==> config.mk <==
export PLATFORM = sky130hd
export DESIGN_NAME = led_strip_pulse_encoder
export DESIGN_NICKNAME = d
export VERILOG_FILES = /design/src/hw/rtl/lspe_pkg.sv /design/src/hw/rtl/lspe_ram.sv /design/src/hw/rtl/lspe_ctrl.sv /design/src/hw/rtl/lspe_dp.sv /design/src/hw/rtl/led_strip_pulse_encoder.sv
export SDC_FILE = /design/constraint.sdc
export NUM_CORES = 2
export LEC_CHECK = 0
export BUFFER_PORTS_ARGS = -buffer_cell sky130_fd_sc_hd__buf_4
export CAP_MARGIN = 10
export CORE_UTILIZATION = 40
export DETAILED_ROUTE_END_ITERATION = 10
export PLACE_DENSITY_LB_ADDON = 0.05
export SLEW_MARGIN = 20
export SYNTH_ARGS = -nofsm -noshare
export SYNTH_HDL_FRONTEND = slang
export SYNTH_SLANG_ARGS = --single-unit
==> constraint.sdc <==
create_clock -name clk -period 3.45 [get_ports clk]
set_input_delay 0.345 -clock clk [delete_from_list [all_inputs] [get_ports clk]]
set_output_delay 0.345 -clock clk [all_outputs]
set_load 0.1 [all_outputs]
==> src/hw/rtl/lspe_pkg.sv <==
`default_nettype none

package lspe_pkg;

	// Strip geometry.
	localparam int NUM_PIXELS = 64;
	localparam int PIX_AW     = (NUM_PIXELS > 1) ? $clog2(NUM_PIXELS) : 1;
	localparam int PIX_CW     = $clog2(NUM_PIXELS + 1);
	localparam int PIXEL_BITS = 24;
	localparam int BIT_CW     = 5;

	// Item modes.
	localparam logic [1:0] MODE_SET_ONE = 2'd0;
	localparam logic [1:0] MODE_SET_ALL = 2'd1;
	localparam logic [1:0] MODE_START   = 2'd2;
	localparam logic [1:0] MODE_TICK    = 2'd3;

	// Configuration register indexes.
	localparam logic [1:0] REG_CODE_ZERO     = 2'd0;
	localparam logic [1:0] REG_CODE_ONE      = 2'd1;
	localparam logic [1:0] REG_RESET_PERIODS = 2'd2;

	// Register reset values.
	localparam logic [7:0] CODE_ZERO_RST     = 8'd30;
	localparam logic [7:0] CODE_ONE_RST      = 8'd60;
	localparam logic [7:0] RESET_PERIODS_RST = 8'd48;

	// Commands from the controller to the datapath.
	typedef struct packed {
		logic write_one;
		logic fill_load;
		logic fill_write;
		logic start_frame;
		logic emit;
	} lspe_cmd_t;

	// Status from the datapath to the controller.
	typedef struct packed {
		logic fill_last;
		logic out_free;
	} lspe_sts_t;

endpackage

`default_nettype wire

==> src/hw/rtl/lspe_ram.sv <==
`default_nettype none

module lspe_ram #(
	parameter int WIDTH  = 24,
	parameter int DEPTH  = 64,
	parameter int ADDR_W = (DEPTH > 1) ? $clog2(DEPTH) : 1
) (
	input  wire logic              clk,
	input  wire logic              we,
	input  wire logic [ADDR_W-1:0] waddr,
	input  wire logic [WIDTH-1:0]  wdata,
	input  wire logic [ADDR_W-1:0] raddr,
	output logic      [WIDTH-1:0]  rdata
);

	logic [WIDTH-1:0] mem_q [DEPTH];

	// One write port and one registered read port.
	always_ff @(posedge clk) begin
		if (we) begin
			mem_q[waddr] <= wdata;
		end
		rdata <= mem_q[raddr];
	end

endmodule

`default_nettype wire

==> src/hw/rtl/lspe_ctrl.sv <==
`default_nettype none

module lspe_ctrl (
	input  wire logic               clk,
	input  wire logic               arst_n,
	input  wire logic               item_valid,
	output logic                    item_ready,
	input  wire logic [1:0]         mode,
	input  wire lspe_pkg::lspe_sts_t sts,
	output lspe_pkg::lspe_cmd_t     cmd
);
	import lspe_pkg::*;

	localparam logic [1:0] ST_IDLE = 2'd0;
	localparam logic [1:0] ST_FILL = 2'd1;
	localparam logic [1:0] ST_READ = 2'd2;
	localparam logic [1:0] ST_EMIT = 2'd3;

	logic [1:0] state_q;
	logic [1:0] state_d;

	assign item_ready = (state_q == ST_IDLE);

	// Next state and commands.
	always_comb begin
		state_d = state_q;
		cmd     = '0;
		case (state_q)
			ST_IDLE: begin
				if (item_valid) begin
					case (mode)
						MODE_SET_ONE: cmd.write_one = 1'b1;
						MODE_SET_ALL: begin
							cmd.fill_load = 1'b1;
							state_d       = ST_FILL;
						end
						MODE_START: cmd.start_frame = 1'b1;
						MODE_TICK: state_d = ST_READ;
						default: state_d = ST_IDLE;
					endcase
				end
			end
			ST_FILL: begin
				cmd.fill_write = 1'b1;
				if (sts.fill_last) begin
					state_d = ST_IDLE;
				end
			end
			ST_READ: state_d = ST_EMIT;
			ST_EMIT: begin
				if (sts.out_free) begin
					cmd.emit = 1'b1;
					state_d  = ST_IDLE;
				end
			end
			default: state_d = ST_IDLE;
		endcase
	end

	always_ff @(posedge clk or negedge arst_n) begin
		if (!arst_n) begin
			state_q <= ST_IDLE;
		end else begin
			state_q <= state_d;
		end
	end

endmodule

`default_nettype wire

==> src/hw/rtl/lspe_dp.sv <==
`default_nettype none

module lspe_dp (
	input  wire logic               clk,
	input  wire logic               arst_n,
	input  wire lspe_pkg::lspe_cmd_t cmd,
	output lspe_pkg::lspe_sts_t     sts,
	input  wire logic [5:0]         pixel_index,
	input  wire logic [7:0]         red,
	input  wire logic [7:0]         green,
	input  wire logic [7:0]         blue,
	input  wire logic               cfg_valid,
	input  wire logic [1:0]         cfg_index,
	input  wire logic [7:0]         cfg_data,
	output logic                    result_valid,
	input  wire logic               result_ready,
	output logic [7:0]              compare_value,
	output logic                    frame_active,
	output logic                    frame_end
);
	import lspe_pkg::*;

	logic [7:0]            code_zero_q;
	logic [7:0]            code_one_q;
	logic [7:0]            reset_periods_q;
	logic [PIXEL_BITS-1:0] colour_q;
	logic [PIX_AW-1:0]     fill_q;
	logic [NUM_PIXELS-1:0] written_q;
	logic                  sending_q;
	logic [PIX_CW-1:0]     pixel_cnt_q;
	logic [BIT_CW-1:0]     bit_cnt_q;
	logic [7:0]            tail_cnt_q;
	logic                  out_valid_q;
	logic [7:0]            cmp_q;
	logic                  active_q;
	logic                  end_q;

	logic                  idx_ok;
	logic                  ram_we;
	logic [PIX_AW-1:0]     ram_waddr;
	logic [PIXEL_BITS-1:0] ram_wdata;
	logic [PIXEL_BITS-1:0] pix_word;
	logic [PIX_AW-1:0]     rd_idx;

	logic                  sending_d;
	logic [PIX_CW-1:0]     pixel_cnt_d;
	logic [BIT_CW-1:0]     bit_cnt_d;
	logic [7:0]            tail_cnt_d;
	logic [7:0]            cmp_d;
	logic                  active_d;
	logic                  end_d;
	logic                  data_bit;

	assign idx_ok = (32'(pixel_index) < NUM_PIXELS);
	assign rd_idx = pixel_cnt_q[PIX_AW-1:0];

	// Write port: a single pixel write or one step of the set-all sweep.
	always_comb begin
		if (cmd.fill_write) begin
			ram_we    = 1'b1;
			ram_waddr = fill_q;
			ram_wdata = colour_q;
		end else begin
			ram_we    = cmd.write_one && idx_ok;
			ram_waddr = PIX_AW'(pixel_index);
			ram_wdata = {green, red, blue};
		end
	end

	lspe_ram #(
		.WIDTH(PIXEL_BITS),
		.DEPTH(NUM_PIXELS)
	) u_ram (
		.clk  (clk),
		.we   (ram_we),
		.waddr(ram_waddr),
		.wdata(ram_wdata),
		.raddr(rd_idx),
		.rdata(pix_word)
	);

	assign sts.fill_last = (32'(fill_q) == NUM_PIXELS - 1);
	assign sts.out_free  = !out_valid_q || result_ready;

	// Result of one tick and the frame counters that follow from it.
	always_comb begin
		sending_d   = sending_q;
		pixel_cnt_d = pixel_cnt_q;
		bit_cnt_d   = bit_cnt_q;
		tail_cnt_d  = tail_cnt_q;
		cmp_d       = 8'd0;
		active_d    = 1'b0;
		end_d       = 1'b0;
		data_bit    = pix_word[BIT_CW'(PIXEL_BITS - 1) - bit_cnt_q];
		if (sending_q) begin
			active_d = 1'b1;
			if (pixel_cnt_q < PIX_CW'(NUM_PIXELS)) begin
				if (written_q[rd_idx]) begin
					cmp_d = data_bit ? code_one_q : code_zero_q;
				end
				if (bit_cnt_q == BIT_CW'(PIXEL_BITS - 1)) begin
					bit_cnt_d   = '0;
					pixel_cnt_d = pixel_cnt_q + 1'b1;
					if (pixel_cnt_q == PIX_CW'(NUM_PIXELS - 1) && reset_periods_q == 8'd0) begin
						end_d     = 1'b1;
						sending_d = 1'b0;
					end
				end else begin
					bit_cnt_d = bit_cnt_q + 1'b1;
				end
			end else begin
				tail_cnt_d = tail_cnt_q + 8'd1;
				if (tail_cnt_d >= reset_periods_q || tail_cnt_d == 8'd0) begin
					end_d     = 1'b1;
					sending_d = 1'b0;
				end
			end
		end
	end

	// Configuration registers, taken on every transfer of the write channel.
	always_ff @(posedge clk or negedge arst_n) begin
		if (!arst_n) begin
			code_zero_q     <= CODE_ZERO_RST;
			code_one_q      <= CODE_ONE_RST;
			reset_periods_q <= RESET_PERIODS_RST;
		end else if (cfg_valid) begin
			case (cfg_index)
				REG_CODE_ZERO:     code_zero_q     <= cfg_data;
				REG_CODE_ONE:      code_one_q      <= cfg_data;
				REG_RESET_PERIODS: reset_periods_q <= cfg_data;
				default: ;
			endcase
		end
	end

	// Sweep address and colour for set-all.
	always_ff @(posedge clk or negedge arst_n) begin
		if (!arst_n) begin
			fill_q <= '0;
		end else if (cmd.fill_load) begin
			fill_q <= '0;
		end else if (cmd.fill_write) begin
			fill_q <= fill_q + 1'b1;
		end
	end

	always_ff @(posedge clk) begin
		if (cmd.fill_load) begin
			colour_q <= {green, red, blue};
		end
	end

	// Written flags, one per pixel.
	always_ff @(posedge clk or negedge arst_n) begin
		if (!arst_n) begin
			written_q <= '0;
		end else if (ram_we) begin
			written_q[ram_waddr] <= 1'b1;
		end
	end

	// Frame state.
	always_ff @(posedge clk or negedge arst_n) begin
		if (!arst_n) begin
			sending_q   <= 1'b0;
			pixel_cnt_q <= '0;
			bit_cnt_q   <= '0;
			tail_cnt_q  <= '0;
		end else if (cmd.start_frame && !sending_q) begin
			sending_q   <= 1'b1;
			pixel_cnt_q <= '0;
			bit_cnt_q   <= '0;
			tail_cnt_q  <= '0;
		end else if (cmd.emit) begin
			sending_q   <= sending_d;
			pixel_cnt_q <= pixel_cnt_d;
			bit_cnt_q   <= bit_cnt_d;
			tail_cnt_q  <= tail_cnt_d;
		end
	end

	// Output register: holds a result until its transfer.
	always_ff @(posedge clk or negedge arst_n) begin
		if (!arst_n) begin
			out_valid_q <= 1'b0;
		end else if (cmd.emit) begin
			out_valid_q <= 1'b1;
		end else if (result_ready) begin
			out_valid_q <= 1'b0;
		end
	end

	always_ff @(posedge clk) begin
		if (cmd.emit) begin
			cmp_q    <= cmp_d;
			active_q <= active_d;
			end_q    <= end_d;
		end
	end

	assign result_valid  = out_valid_q;
	assign compare_value = cmp_q;
	assign frame_active  = active_q;
	assign frame_end     = end_q;

endmodule

`default_nettype wire

==> src/hw/rtl/led_strip_pulse_encoder.sv <==
// LED strip pulse encoder. Pixels are kept in a 64 x 24-bit memory (green,
// red, blue) and sent as one PWM compare value per tick, most significant bit
// first, followed by reset_periods zero values, the last of them flagged as
// frame_end. A set-pixel or start item is done in its accept step. A tick
// passes through accept, memory read and result load, and waits at the result
// load while the previous result has not yet been taken; the registered read
// of the pixel memory sets the memory read step. A set-all item sweeps the
// memory, one pixel a cycle through the single write port. Configuration
// writes are taken in any cycle.
`default_nettype none

module led_strip_pulse_encoder (
	input  wire logic       clk,
	input  wire logic       arst_n,
	input  wire logic       item_valid,
	output logic            item_ready,
	input  wire logic [1:0] mode,
	input  wire logic [5:0] pixel_index,
	input  wire logic [7:0] red,
	input  wire logic [7:0] green,
	input  wire logic [7:0] blue,
	output logic            result_valid,
	input  wire logic       result_ready,
	output logic [7:0]      compare_value,
	output logic            frame_active,
	output logic            frame_end,
	input  wire logic       cfg_valid,
	output logic            cfg_ready,
	input  wire logic [1:0] cfg_index,
	input  wire logic [7:0] cfg_data
);
	import lspe_pkg::*;

	lspe_cmd_t cmd;
	lspe_sts_t sts;

	assign cfg_ready = 1'b1;

	lspe_ctrl u_ctrl (
		.clk       (clk),
		.arst_n    (arst_n),
		.item_valid(item_valid),
		.item_ready(item_ready),
		.mode      (mode),
		.sts       (sts),
		.cmd       (cmd)
	);

	lspe_dp u_dp (
		.clk          (clk),
		.arst_n       (arst_n),
		.cmd          (cmd),
		.sts          (sts),
		.pixel_index  (pixel_index),
		.red          (red),
		.green        (green),
		.blue         (blue),
		.cfg_valid    (cfg_valid),
		.cfg_index    (cfg_index),
		.cfg_data     (cfg_data),
		.result_valid (result_valid),
		.result_ready (result_ready),
		.compare_value(compare_value),
		.frame_active (frame_active),
		.frame_end    (frame_end)
	);

endmodule

`default_nettype wire

==> impl_metrics.prom <==
# TYPE chip_impl_metric gauge
chip_impl_info{name="run_status",value="finished clean"} 1
chip_impl_metric{name="post_synth_instance_area",unit="µm²"} 66200
chip_impl_info{name="critPathCaptureType",value="register"} 1
chip_impl_metric{name="synth.net_count",unit=""} 3047
chip_impl_metric{name="yosysUniqueCellTypes",unit=""} 54
chip_impl_info{name="rsz0062_at_grt",value="false"} 1
chip_impl_metric{name="clk-insertion-delay-late",unit="ns"} 0.83
chip_impl_info{name="most-common-layout-cells",value="sky130_fd_sc_hd__edfxtp_1, sky130_fd_sc_hd__mux4_2, sky130_fd_sc_hd__buf_4"} 1
chip_impl_metric{name="cts_setup_buffers",unit=""} 0
chip_impl_metric{name="detailedRoute.firstPassIterationCount",unit=""} 5
chip_impl_metric{name="globalplace.congestion",unit=""} 0.828
chip_impl_metric{name="synth-seq-area-share",unit="%"} 76.4
chip_impl_metric{name="finalSetupTns",unit="ns"} 0
chip_impl_metric{name="critPathArrivalTime",unit="ns"} 3.94
chip_impl_metric{name="clkSlewWorstSetupHoldPaths",unit="ns"} 0.06
chip_impl_metric{name="cts_buffers",unit=""} 181
chip_impl_metric{name="ant_nets",unit=""} 0
chip_impl_metric{name="gr-usage-all-layers",unit="%"} 21.9
chip_impl_metric{name="row_cnt",unit=""} 148
chip_impl_metric{name="grt_max_degree",unit=""} 95
chip_impl_metric{name="place.detailed.hpwl",unit="µm"} 105000
chip_impl_info{name="hold_path.class",value="input pin to register"} 1
chip_impl_metric{name="wl_per_cell",unit="µm"} 32.0
chip_impl_metric{name="start_util",unit="%"} 40.5
chip_impl_metric{name="grt_first_pass_wirelength",unit="µm"} 256000
chip_impl_metric{name="synthCells",unit=""} 2986
chip_impl_metric{name="viasPerCell",unit=""} 5.59
chip_impl_metric{name="setup_viol",unit=""} 0
chip_impl_metric{name="critical_path.max_fanout",unit=""} 42
chip_impl_metric{name="cap_violations",unit=""} 0
chip_impl_metric{name="vdd_drop_max",unit="mV"} 0.796
chip_impl_metric{name="finalHoldWorstSlack",unit="ns"} 0.162
chip_impl_metric{name="fmax",unit="GHz"} 0.308
chip_impl_info{name="cts_tree",value="yes"} 1
chip_impl_metric{name="pwr-share-seq",unit="%"} 47.8
chip_impl_metric{name="report.power.total",unit="mW"} 57.0
chip_impl_metric{name="postSynthRegisterBits",unit=""} 1712
chip_impl_metric{name="yosysWarnings",unit=""} 0
chip_impl_metric{name="count_of_flip_flops_with_a_built_in_enable_after_synthesis",unit=""} 1570
chip_impl_metric{name="design.final.nets",unit=""} 3383
chip_impl_metric{name="finalCriticalPeriod",unit="ns"} 3.25
chip_impl_metric{name="worst_r2r_path_depth",unit=""} 7
chip_impl_metric{name="switching_share",unit="%"} 27.8
chip_impl_info{name="mostFrequentLayoutCell",value="sky130_fd_sc_hd__edfxtp_1"} 1
chip_impl_metric{name="clock_power_share",unit="%"} 33.4
chip_impl_metric{name="first_global_vias",unit=""} 33200
chip_impl_metric{name="synthesis.area_per_instance",unit="µm²"} 22.2
chip_impl_metric{name="cp.required",unit="ns"} 4.14
chip_impl_metric{name="die_w",unit="µm"} 409
chip_impl_info{name="cts_root_cell",value="sky130_fd_sc_hd__clkbuf_16"} 1
chip_impl_metric{name="relSlewSlack",unit="%"} 34.8
chip_impl_info{name="worst_setup_path_start_kind",value="register"} 1
chip_impl_metric{name="report.final.slew_viol_count",unit=""} 0
chip_impl_metric{name="detailroute.via_count",unit=""} 31600
chip_impl_metric{name="fp.dieH",unit="µm"} 409
chip_impl_metric{name="drt-total-wl",unit="µm"} 181000
chip_impl_metric{name="worst_pin_slew",unit="ns"} 0.978
chip_impl_metric{name="area_of_the_core_region",unit="µm²"} 164000
chip_impl_metric{name="ctsHtreeMaxLevel",unit=""} 4
chip_impl_metric{name="antenna_found_initial",unit=""} 17
chip_impl_metric{name="clock-skew-final",unit="ns"} 0.0380
chip_impl_metric{name="holdPathStages",unit=""} 5
chip_impl_metric{name="p_leak",unit="nW"} 24.8
chip_impl_metric{name="globalRouteOverflowTotal",unit=""} 0
chip_impl_metric{name="combPwrFrac",unit="%"} 18.9
chip_impl_metric{name="numClockSinks",unit=""} 1712
chip_impl_metric{name="clock_path_buffers",unit=""} 3
chip_impl_metric{name="fraction_of_layout_cells_with_a_size_suffix_above_1",unit="%"} 34.9
chip_impl_metric{name="drtIter0Drc",unit=""} 2857
chip_impl_info{name="timing.setup.critical_path_class",value="register to register"} 1
chip_impl_metric{name="areaGrowthSynthToFinish",unit="%"} 17.3
chip_impl_metric{name="power_report.internal_total",unit="mW"} 41.1
chip_impl_metric{name="drc_errors",unit=""} 0
chip_impl_info{name="synth_flop_cell",value="sky130_fd_sc_hd__edfxtp_1"} 1
chip_impl_metric{name="powerDensity",unit="nW/µm²"} 733
chip_impl_metric{name="hold_viol_final",unit=""} 0
chip_impl_metric{name="io_buffers",unit=""} 58
chip_impl_metric{name="asyncSetResetFlopFracSynth",unit="%"} 6.89
chip_impl_metric{name="die_footprint",unit="µm²"} 167000
chip_impl_metric{name="switching_power_summed_over_all_nets",unit="mW"} 15.9
chip_impl_metric{name="period_share",unit="%"} 94.1
chip_impl_metric{name="ioPinCount",unit=""} 60
-- logic make-up (layout without fill, tap and decap cells) --
kind of cell,count (synthesis),count (layout),synth area share [%]
compound gates,109,109,1.09
xor+xnor,14,14,0.185
fa+ha+maj,14,14,0.264
buf+inv,169,657,1.21
flops,1712,1712,76.4
mux,590,590,18.2
other cells,1,4,0.00566
simple gates,377,377,2.64
-- Yosys cell counts, drive strengths merged (3+ instances only) --
cell type	count	area (µm²)
ha	14	175
a211oi	4	30.0
o22ai	4	25.0
dfstp	10	263
buf	85	484
nand2b	9	56.3
mux4	487	11000
or2	59	369
xor2	8	70.1
o211ai	6	45.0
nor2	96	360
nor2b	4	25.0
o21bai	8	60.1
xnor2	6	52.6
clkbuf	70	263
inv	14	52.6
nand4	5	31.3
edfxtp	1570	47100
mux2i	56	561
dfxtp	24	480
o21ai	38	190
a32o	5	50.1
nand3	22	110
nand3b	11	82.6
nor3	13	65.1
nand2	142	533
a21o	5	37.5
and2	6	37.5
mux2	47	533
a22oi	14	105
dfrtp	108	2700
a31oi	4	25.0
nor4	3	18.8
a21oi	12	60.1
-- worst max-delay path, cell delays in order, from the launching register on --
cell                      delay, ns
sky130_fd_sc_hd__dfrtp_4       0.66
sky130_fd_sc_hd__buf_12        0.39
sky130_fd_sc_hd__buf_12        0.28
sky130_fd_sc_hd__mux4_2        0.55
sky130_fd_sc_hd__mux4_2        0.50
sky130_fd_sc_hd__mux2_2        0.28
sky130_fd_sc_hd__nand2_1       0.22
sky130_fd_sc_hd__o21ai_0       0.13
-- final cells by class --
| class | instances | area, µm² |
|---|---|---|
| Antenna cell | 3 | 7.51 |
| Clock buffer | 241 | 4890 |
| Sequential cell | 1712 | 50600 |
| Tap cell | 2175 | 2720 |
| Clock inverter | 94 | 918 |
| Fill cell | 13300 | 85800 |
| Multi-Input combinational cell | 1105 | 15400 |
| Inverter | 14 | 52.6 |
| Timing Repair Buffer | 308 | 3130 |
-- power by group through the flow --
| stage | combinational, mW | sequential (mW) | clock [mW] |
|---|---|---|---|
| floorplan | 5.49 | 27.7 | 0 |
| global placement | 10.6 | 27.6 | 0 |
| detailed placement | 10.9 | 27.6 | 0 |
| CTS | 10.9 | 27.2 | 19.5 |
| global route | 11.4 | 27.3 | 20.2 |
| finish | 10.7 | 27.2 | 19.0 |
-- per-layer routing --
| layer | global-route usage, % | vias up | wire [µm] |
|---|---|---|---|
| met5 | 0 | - | 75 |
| met1 | 30.2 | 17300 | 77600 |
| met3 | 3.80 | 223 | 9620 |
| li1 | - | 13200 | - |
| met4 | 6.13 | 12 | 4280 |
| met2 | 36.0 | 924 | 89400 |
-- state kept, by name, indices dropped and copies added, names as in the netlist --
name and flops:
u_dp.frame_active 1, u_dp.bit_cnt_q 5, u_dp.code_zero_q 8, u_dp.compare_value 8
u_dp.u_ram.mem_q 1536, u_dp.reset_periods_q 8, u_dp.u_ram.rdata 24, u_ctrl.state_q 2
u_dp.result_valid 1, u_dp.sending_q 1, u_dp.written_q 64, u_dp.code_one_q 8
u_dp.colour_q 24, u_dp.pixel_cnt_q 7, u_dp.fill_q 6, u_dp.tail_cnt_q 8
u_dp.frame_end 1
-- metrics by stage --
stage               setup WS [ns]  area (µm²)  cells  utilization, %
CTS                         0.179       77700   5649            47.5
global placement            0.205       71500   5274            43.7
floorplan                   0.355       66200   2986               -
finish                      0.203       77700   5652            47.5
detailed placement          0.211       71500   5274            43.7
global route               0.0930       77700   5649            47.5
-- worst paths after layout --
path | startpoint | slack, ns | end
max reg2reg | u_dp.pixel_cnt_q[0] | 0.20 | u_dp.u_ram.rdata[12]
min | mode[1] | 0.16 | u_ctrl.state_q[0]
min reg2reg | u_dp.written_q[51] | 0.46 | u_dp.written_q[51]
min in group asynchronous | arst_n | 0.18 | u_dp.code_zero_q[5]
max in group asynchronous | arst_n | 2.24 | u_dp.fill_q[5]
max | u_dp.pixel_cnt_q[0] | 0.20 | u_dp.u_ram.rdata[12]
-- timing repair --
action                    CTS  global route
hold endpoints to repair  133             0
gates resized for setup     0             0
hold buffers               40             0
Note: power is estimated with default switching activity, not from simulation.
